## config.mk

```make
export PLATFORM = sky130hd
export DESIGN_NAME = terminal_line_editor
export DESIGN_NICKNAME = d
export VERILOG_FILES = /design/src/design/tle_pkg.sv /design/src/design/tle_ram.sv /design/src/design/tle_ctrl.sv /design/src/design/tle_datapath.sv /design/src/design/terminal_line_editor.sv
export SDC_FILE = /design/constraint.sdc
export NUM_CORES = 1
export LEC_CHECK = 0
export BUFFER_PORTS_ARGS = -buffer_cell sky130_fd_sc_hd__buf_2
export CORE_MARGIN = 2
export CORE_UTILIZATION = 60
export DETAILED_ROUTE_END_ITERATION = 8
export HOLD_SLACK_MARGIN = 0.08
export PLACE_DENSITY = 0.77
export SYNTH_ARGS = -nofsm -noshare
export SYNTH_HDL_FRONTEND = slang
export SYNTH_SLANG_ARGS = --single-unit
export TNS_END_PERCENT = 1
```

## constraint.sdc

```tcl
create_clock -name clk -period 3.97 [get_ports clk]
set_clock_uncertainty 0.1 [all_clocks]
set_input_delay 0.794 -clock clk [delete_from_list [all_inputs] [get_ports clk]]
set_output_delay 0.794 -clock clk [all_outputs]
set_load 0.01 [all_outputs]
```

## src/design/tle_pkg.sv

```systemverilog
// ----------------------------------------------------------------------------
// tle_pkg
// Shared constants, codes and controller/datapath interface types for the
// terminal line editor.
// ----------------------------------------------------------------------------
package tle_pkg;

    localparam int BUF_DEPTH_DEF = 32;
    localparam int LIMIT_W       = 6;
    localparam int CURSOR_W      = 6;
    localparam int LEN_W         = 5;

    localparam logic [LIMIT_W-1:0] LIMIT_RESET = 6'd32;

    // Output channel codes.
    localparam logic [1:0] CH_ECHO = 2'd0;
    localparam logic [1:0] CH_LINE = 2'd1;
    localparam logic [1:0] CH_END  = 2'd2;

    // Byte codes of interest.
    localparam logic [7:0] BYTE_BS    = 8'd8;
    localparam logic [7:0] BYTE_LF    = 8'd10;
    localparam logic [7:0] BYTE_CR    = 8'd13;
    localparam logic [7:0] BYTE_SPACE = 8'd32;
    localparam logic [7:0] BYTE_TILDE = 8'd126;
    localparam logic [7:0] BYTE_DEL   = 8'd127;

    // Output word selection codes.
    localparam logic [2:0] SEL_CR   = 3'd0;
    localparam logic [2:0] SEL_LF   = 3'd1;
    localparam logic [2:0] SEL_BS   = 3'd2;
    localparam logic [2:0] SEL_SP   = 3'd3;
    localparam logic [2:0] SEL_CHAR = 3'd4;
    localparam logic [2:0] SEL_LINE = 3'd5;
    localparam logic [2:0] SEL_END  = 3'd6;

    typedef struct packed {
        logic       load_byte;
        logic       dec_cursor;
        logic       store_char;
        logic       clr_cursor;
        logic       idx_clr;
        logic       idx_inc;
        logic       out_load;
        logic [2:0] out_sel;
        logic       out_last;
    } tle_cmd_t;

    typedef struct packed {
        logic is_newline;
        logic erase_ok;
        logic print_ok;
        logic out_free;
        logic line_empty;
        logic idx_last;
    } tle_status_t;

endpackage

```

## src/design/tle_ram.sv

```systemverilog
// ----------------------------------------------------------------------------
// tle_ram
// Generic single-write, single-read RAM with a registered read port.
// ----------------------------------------------------------------------------
module tle_ram #(
    parameter int WIDTH = 8,
    parameter int DEPTH = 32,
    parameter int AW    = (DEPTH > 1) ? $clog2(DEPTH) : 1
) (
    input  logic             clk,
    input  logic             we,
    input  logic [AW-1:0]    waddr,
    input  logic [WIDTH-1:0] wdata,
    input  logic [AW-1:0]    raddr,
    output logic [WIDTH-1:0] rdata
);

    logic [WIDTH-1:0] mem_reg [DEPTH];
    logic [WIDTH-1:0] rdata_reg;

    always_ff @(posedge clk)
    begin
        if (we)
        begin
            mem_reg[waddr] <= wdata;
        end
        rdata_reg <= mem_reg[raddr];
    end

    assign rdata = rdata_reg;

endmodule

```

## src/design/tle_ctrl.sv

```systemverilog
// ----------------------------------------------------------------------------
// tle_ctrl
// Sequencer for the line editor: takes a word, classifies it and steps the
// datapath through the echo, line stream and end marker.
// ----------------------------------------------------------------------------
module tle_ctrl
    import tle_pkg::*;
(
    input  logic        clk,
    input  logic        rst_n,
    input  logic        in_valid,
    output logic        in_ready,
    input  tle_status_t status,
    output tle_cmd_t    cmd
);

    localparam logic [3:0] ST_IDLE      = 4'd0;
    localparam logic [3:0] ST_DECODE    = 4'd1;
    localparam logic [3:0] ST_CHAR      = 4'd2;
    localparam logic [3:0] ST_BS1       = 4'd3;
    localparam logic [3:0] ST_BS2       = 4'd4;
    localparam logic [3:0] ST_BS3       = 4'd5;
    localparam logic [3:0] ST_ECHO_CR   = 4'd6;
    localparam logic [3:0] ST_ECHO_LF   = 4'd7;
    localparam logic [3:0] ST_LINE_ADDR = 4'd8;
    localparam logic [3:0] ST_LINE_DATA = 4'd9;
    localparam logic [3:0] ST_END       = 4'd10;

    logic [3:0] state_reg;
    logic [3:0] state_next;

    assign in_ready = (state_reg == ST_IDLE);

    always_ff @(posedge clk or negedge rst_n)
    begin
        if (!rst_n)
        begin
            state_reg <= ST_IDLE;
        end
        else
        begin
            state_reg <= state_next;
        end
    end

    always_comb
    begin
        state_next = state_reg;
        cmd        = '0;
        cmd.out_sel = SEL_CR;
        unique case (state_reg)
            ST_IDLE:
            begin
                if (in_valid)
                begin
                    cmd.load_byte = 1'b1;
                    state_next    = ST_DECODE;
                end
            end
            ST_DECODE:
            begin
                if (status.is_newline)
                begin
                    state_next = ST_ECHO_CR;
                end
                else if (status.erase_ok)
                begin
                    cmd.dec_cursor = 1'b1;
                    state_next     = ST_BS1;
                end
                else if (status.print_ok)
                begin
                    state_next = ST_CHAR;
                end
                else
                begin
                    state_next = ST_IDLE;
                end
            end
            ST_CHAR:
            begin
                if (status.out_free)
                begin
                    cmd.store_char = 1'b1;
                    cmd.out_load   = 1'b1;
                    cmd.out_sel    = SEL_CHAR;
                    cmd.out_last   = 1'b1;
                    state_next     = ST_IDLE;
                end
            end
            ST_BS1, ST_BS3:
            begin
                if (status.out_free)
                begin
                    cmd.out_load = 1'b1;
                    cmd.out_sel  = SEL_BS;
                    cmd.out_last = (state_reg == ST_BS3);
                    state_next   = (state_reg == ST_BS3) ? ST_IDLE : ST_BS2;
                end
            end
            ST_BS2:
            begin
                if (status.out_free)
                begin
                    cmd.out_load = 1'b1;
                    cmd.out_sel  = SEL_SP;
                    state_next   = ST_BS3;
                end
            end
            ST_ECHO_CR:
            begin
                cmd.idx_clr = 1'b1;
                if (status.out_free)
                begin
                    cmd.out_load = 1'b1;
                    cmd.out_sel  = SEL_CR;
                    state_next   = ST_ECHO_LF;
                end
            end
            ST_ECHO_LF:
            begin
                if (status.out_free)
                begin
                    cmd.out_load = 1'b1;
                    cmd.out_sel  = SEL_LF;
                    state_next   = status.line_empty ? ST_END : ST_LINE_ADDR;
                end
            end
            ST_LINE_ADDR:
            begin
                // The read address is presented in this state; the data is ready in the next.
                state_next = ST_LINE_DATA;
            end
            ST_LINE_DATA:
            begin
                if (status.out_free)
                begin
                    cmd.out_load = 1'b1;
                    cmd.out_sel  = SEL_LINE;
                    cmd.idx_inc  = 1'b1;
                    state_next   = status.idx_last ? ST_END : ST_LINE_ADDR;
                end
            end
            ST_END:
            begin
                if (status.out_free)
                begin
                    cmd.out_load   = 1'b1;
                    cmd.out_sel    = SEL_END;
                    cmd.out_last   = 1'b1;
                    cmd.clr_cursor = 1'b1;
                    state_next     = ST_IDLE;
                end
            end
            default:
            begin
                state_next = ST_IDLE;
            end
        endcase
    end

endmodule

```

## src/design/tle_datapath.sv

```systemverilog
// ----------------------------------------------------------------------------
// tle_datapath
// Holds the received word, cursor, line limit, line store and the output
// register, and carries out the sequencer's commands.
// ----------------------------------------------------------------------------
module tle_datapath
    import tle_pkg::*;
#(
    parameter int BUF_DEPTH = BUF_DEPTH_DEF
) (
    input  logic               clk,
    input  logic               rst_n,
    input  logic [7:0]         rx_byte,
    input  logic               cfg_we,
    input  logic [LIMIT_W-1:0] cfg_wdata,
    input  logic               out_ready,
    output logic               out_valid,
    output logic [1:0]         channel,
    output logic [7:0]         out_byte,
    output logic [LEN_W-1:0]   line_length,
    output logic               last,
    input  tle_cmd_t           cmd,
    output tle_status_t        status
);

    localparam int AW = (BUF_DEPTH > 1) ? $clog2(BUF_DEPTH) : 1;
    localparam logic [LIMIT_W-1:0] DEPTH_LIM = LIMIT_W'(BUF_DEPTH);

    logic [7:0]          byte_reg;
    logic [CURSOR_W-1:0] cursor_reg;
    logic [CURSOR_W-1:0] idx_reg;
    logic [LIMIT_W-1:0]  limit_reg;
    logic                out_valid_reg;
    logic [1:0]          channel_reg;
    logic [7:0]          out_byte_reg;
    logic [LEN_W-1:0]    line_length_reg;
    logic                last_reg;

    logic [LIMIT_W-1:0]  lim_eff;
    logic [LIMIT_W-1:0]  cap;
    logic [7:0]          rdata;
    logic [1:0]          channel_next;
    logic [7:0]          out_byte_next;
    logic [LEN_W-1:0]    line_length_next;

    tle_ram #(
        .WIDTH (8),
        .DEPTH (BUF_DEPTH),
        .AW    (AW)
    ) u_store (
        .clk   (clk),
        .we    (cmd.store_char),
        .waddr (cursor_reg[AW-1:0]),
        .wdata (byte_reg),
        .raddr (idx_reg[AW-1:0]),
        .rdata (rdata)
    );

    // A limit above the store depth acts as the depth; 0 or 1 holds nothing.
    assign lim_eff = (limit_reg > DEPTH_LIM) ? DEPTH_LIM : limit_reg;
    assign cap     = (lim_eff != '0) ? (lim_eff - LIMIT_W'(1)) : '0;

    assign status.is_newline = (byte_reg == BYTE_CR) || (byte_reg == BYTE_LF);
    assign status.erase_ok   = ((byte_reg == BYTE_BS) || (byte_reg == BYTE_DEL))
                               && (cursor_reg != '0);
    assign status.print_ok   = (byte_reg >= BYTE_SPACE) && (byte_reg <= BYTE_TILDE)
                               && (cursor_reg < cap);
    assign status.out_free   = !out_valid_reg || out_ready;
    assign status.line_empty = (cursor_reg == '0);
    assign status.idx_last   = ((idx_reg + CURSOR_W'(1)) == cursor_reg);

    always_comb
    begin
        channel_next     = CH_ECHO;
        out_byte_next    = '0;
        line_length_next = '0;
        case (cmd.out_sel)
            SEL_CR:   out_byte_next = BYTE_CR;
            SEL_LF:   out_byte_next = BYTE_LF;
            SEL_BS:   out_byte_next = BYTE_BS;
            SEL_SP:   out_byte_next = BYTE_SPACE;
            SEL_CHAR: out_byte_next = byte_reg;
            SEL_LINE:
            begin
                channel_next  = CH_LINE;
                out_byte_next = rdata;
            end
            SEL_END:
            begin
                channel_next     = CH_END;
                line_length_next = cursor_reg[LEN_W-1:0];
            end
            default:  out_byte_next = '0;
        endcase
    end

    always_ff @(posedge clk or negedge rst_n)
    begin
        if (!rst_n)
        begin
            cursor_reg    <= '0;
            idx_reg       <= '0;
            limit_reg     <= LIMIT_RESET;
            out_valid_reg <= 1'b0;
        end
        else
        begin
            if (cfg_we)
            begin
                limit_reg <= cfg_wdata;
            end
            if (cmd.clr_cursor)
            begin
                cursor_reg <= '0;
            end
            else if (cmd.dec_cursor)
            begin
                cursor_reg <= cursor_reg - CURSOR_W'(1);
            end
            else if (cmd.store_char)
            begin
                cursor_reg <= cursor_reg + CURSOR_W'(1);
            end
            if (cmd.idx_clr)
            begin
                idx_reg <= '0;
            end
            else if (cmd.idx_inc)
            begin
                idx_reg <= idx_reg + CURSOR_W'(1);
            end
            if (cmd.out_load)
            begin
                out_valid_reg <= 1'b1;
            end
            else if (out_ready)
            begin
                out_valid_reg <= 1'b0;
            end
        end
    end

    always_ff @(posedge clk)
    begin
        if (cmd.load_byte)
        begin
            byte_reg <= rx_byte;
        end
        if (cmd.out_load)
        begin
            channel_reg     <= channel_next;
            out_byte_reg    <= out_byte_next;
            line_length_reg <= line_length_next;
            last_reg        <= cmd.out_last;
        end
    end

    assign out_valid   = out_valid_reg;
    assign channel     = channel_reg;
    assign out_byte    = out_byte_reg;
    assign line_length = line_length_reg;
    assign last        = last_reg;

endmodule

```

## src/design/terminal_line_editor.sv

```systemverilog
// ----------------------------------------------------------------------------
// terminal_line_editor
// Line editor with echo for a byte-serial terminal.
// ----------------------------------------------------------------------------
// Received terminal bytes arrive one word at a time on the input channel
// (in_valid / in_ready, rx_byte). Each word produces zero or more result
// words on the output channel (out_valid / out_ready) carrying channel,
// out_byte, line_length and last; last marks the final result of a word.
// A printable byte is stored and echoed, backspace or DEL echoes BS SP BS,
// and CR or LF echoes CR LF, streams the held line and closes with an end
// marker that carries the length.
// A word is taken only while the sequencer is idle. On a completed line,
// each line byte needs a read on the single read port of the line store
// before it is presented.
// The output register lets the next word in while the last result waits.
// If the receiver stalls, the sequencer holds at its current step and the
// output word stays unchanged until it is taken.
// Reset clears the cursor, sets line_limit to 32 and empties the output
// register; the line store itself is not cleared, as only written entries
// are ever read. line_limit is written through cfg_we / cfg_wdata.
// ----------------------------------------------------------------------------
module terminal_line_editor
    import tle_pkg::*;
#(
    parameter int BUF_DEPTH = BUF_DEPTH_DEF
) (
    input  logic               clk,
    input  logic               rst_n,
    input  logic               in_valid,
    output logic               in_ready,
    input  logic [7:0]         rx_byte,
    output logic               out_valid,
    input  logic               out_ready,
    output logic [1:0]         channel,
    output logic [7:0]         out_byte,
    output logic [LEN_W-1:0]   line_length,
    output logic               last,
    input  logic               cfg_we,
    input  logic [LIMIT_W-1:0] cfg_wdata
);

    // Commands from the sequencer and status back from the datapath.
    tle_cmd_t    cmd;
    tle_status_t status;

    tle_ctrl u_ctrl (
        .clk      (clk),
        .rst_n    (rst_n),
        .in_valid (in_valid),
        .in_ready (in_ready),
        .status   (status),
        .cmd      (cmd)
    );

    tle_datapath #(
        .BUF_DEPTH (BUF_DEPTH)
    ) u_dp (
        .clk         (clk),
        .rst_n       (rst_n),
        .rx_byte     (rx_byte),
        .cfg_we      (cfg_we),
        .cfg_wdata   (cfg_wdata),
        .out_ready   (out_ready),
        .out_valid   (out_valid),
        .channel     (channel),
        .out_byte    (out_byte),
        .line_length (line_length),
        .last        (last),
        .cmd         (cmd),
        .status      (status)
    );

endmodule

```

==> reports/results.ini <==
[drt]
drt_iter0_markers = 815
drt_wl_total_um = 28200
drc_errors = 0
num_vias = 6929
wire_per_inst_um = 26.8
viasPerCell = 6.57
drtPass1Iterations = 5
detail-route-antenna-nets = 0

[timing]
max_freq_mhz = 291
tightestPinTransition_ps = 984
setup_viol = 0
min_period_ps = 3440
maxSlewHeadroom_pct = 33.8
hold_viol_final = 0
rsz0062_at_grt = no
setup-tns-final_ps = 0
period_share_pct = 86.6
report.final.slew_viol_count = 0

[final_layout]
nets = 787
drive_gt1_share_pct = 27.8
area_delta_synth_final_pct = 12.5
final_cells = 1054
fill_cells = 1245
largest_reg_flops = 256

[cts]
post_cts_buffers = 0
cts_buffers = 29
cts_max_level = 1
cts_tree = built
clk_latency_ps = 550
cts.sink_count = 311
postCtsHoldBufs = 0
cts_resized = 0
root_buffer = clkbuf_16
clockBufferDepth = 3
clk_pin_slew_worst_paths_ps = 70

[synth]
ys_top_cells_by_count = edfxtp_1, mux4_2, nor2_1
synth_cell_types = 60
synth_top_area_share_pct = 65.5
yosysWarnings = 0
synth_ff_type = edfxtp_1
yosysMostFrequentCell = edfxtp_1
syn-num-nets = 730
synth_seq_cells = 311
synthArstFlopShare_pct = 7.40
synth.largest_area_cell = edfxtp_1
syn_area_um2 = 12800
syn_area_per_cell_um2 = 18.4
ys_seq_area_share_pct = 71.3
synth_edf_count = 280
synthCells = 699
synth_area_leaders = edfxtp_1, mux4_2, dfrtp_1, nor2_1, dfxtp_1

[floorplan]
dieArea_um2 = 22600
coreArea_um2 = 21000
die-width_um = 150
die_h_um = 150
initial_utilization_pct = 61.0
num_rows = 53
ios = 37

[global_route]
antenna_found_initial = 0
grt_pass1_wl_um = 42600
grt_start_max_net_pins = 38
grt_usage_pct = 26.0
grt_pass1_vias = 6939
grt.overflow.total = 0

[hold_path]
hp-class = in -> async

[run]
max-cap-violations = 0

[pwr]
p_leak_nw = 4.77
cellPowerDensity_nw_per_um2 = 650
ir_drop_v = 0.000315

[setup_path]
cp.arrival_ps = 3780
cp_max_fo = 19
cp-start-kind = flop
crit_path_end_kind = flop
critical_path_class = reg -> reg
cp.required_ps = 4310

[placed_design]
post-place-cells = 1000
gp_congestion = 0.934
port_buffers = 36
place_hpwl_um = 17900

[outcome]
status = finished, final reports clean

## placed cells by master (no fill, tap or decap), types with 6 or more instances in the layout
| master | n |
|---|---|
| edfxtp_1 | 280 |
| buf_2 | 36 |
| nand2b_1 | 10 |
| a21oi_1 | 16 |
| o21ai_0 | 18 |
| nor2_1 | 54 |
| clkinv_2 | 7 |
| buf_4 | 29 |
| dfrtp_1 | 20 |
| mux2_2 | 14 |
| ha_1 | 11 |
| and2_1 | 7 |
| clkbuf_16 | 29 |
| clkbuf_1 | 7 |
| nand2_1 | 30 |
| bufinv_16 | 6 |
| dfxtp_1 | 8 |
| nand4_1 | 6 |
| xnor2_1 | 6 |
| mux4_2 | 80 |
| o31ai_1 | 7 |
## where the power goes
part           internal, mW  switching (mW)  total (mW)
Combinational          1.02            1.28        2.30
Clock                  1.75            1.15        2.90
Sequential             3.93           0.259        4.19
## worst max-delay path, stage by stage (launching register included)
cell and delay (ps):
edfxtp_1 400, buf_4 270, nand2_1 90, or4b_4 530, a2111oi_4 300, buf_4 230
ha_1 270, a211oi_1 340, o21bai_1 130, a21oi_1 220, mux2i_1 270, xor2_1 160
nor2_1 50
## kinds of logic (layout without fill, tap and decap cells)
kind of cell	count (synthesis)	after routing	synth area share [%]
muxes	97	97	15.5
DFF	311	311	71.3
xor gates and xnor gates	10	10	0.683
other	0	1	0
and+or+nand+nor	150	150	5.87
adders and majority gates	12	12	1.23
AOI/OAI and AO/OA	72	72	3.79
buffers and inverters	47	126	1.62
## per-stage QoR
step | power, mW | util (%) | setup WS (ps) | hold WS, ps | cell area (um^2)
3_5_place_dp | 6.51 | 63.9 | 539 | 404 | 13400
3_3_place_gp | 6.42 | 63.9 | 692 | 376 | 13400
6_report | 9.39 | 68.7 | 534 | 134 | 14400
5_1_grt | 9.70 | 68.7 | 378 | 154 | 14400
4_1_cts | 9.41 | 68.7 | 580 | 135 | 14400
2_1_floorplan | 5.74 | - | 449 | 357 | 12800
## metal layers
layer	up-vias	GRT usage (%)	part of all wire, %
met4	0	7.31	2.7
met1	3525	38.5	40
met2	422	41.2	48
li1	2925	-	-
met5	-	0	0
met3	57	3.91	9.7
## cell type report
type | count | area (um^2) | share of cell area (%)
Timing Repair Buffer | 67 | 438 | 3.03
Sequential cell | 311 | 9150 | 63.4
Clock inverter | 16 | 235 | 1.63
Inverter | 6 | 22.5 | 0.156
Multi-Input combinational cell | 341 | 3480 | 24.1
Tap cell | 275 | 344 | 2.38
Antenna cell | 1 | 2.50 | 0.0173
Clock buffer | 37 | 766 | 5.31
## worst paths after layout
path,startpoint,endpoint,slack [ps],depth (start not counted)
max,u_dp.byte_reg[5]$_DFFE_PP_,u_dp.cursor_reg[5]$_DFFE_PN0P_,530,12
min,rst_n,u_ctrl.state_reg[2]$_DFFE_PN0P_,130,1
max reg2reg,u_dp.byte_reg[5]$_DFFE_PP_,u_dp.cursor_reg[5]$_DFFE_PN0P_,530,12
min reg2reg,u_dp.idx_reg[5]$_DFFE_PN0P_,u_dp.idx_reg[5]$_DFFE_PN0P_,410,1
max in group asynchronous,rst_n,u_dp.idx_reg[0]$_DFFE_PN0P_,3210,1
min in group clk,rx_byte[5],u_dp.byte_reg[5]$_DFFE_PP_,360,1
Power figures use the tool's default switching activity.
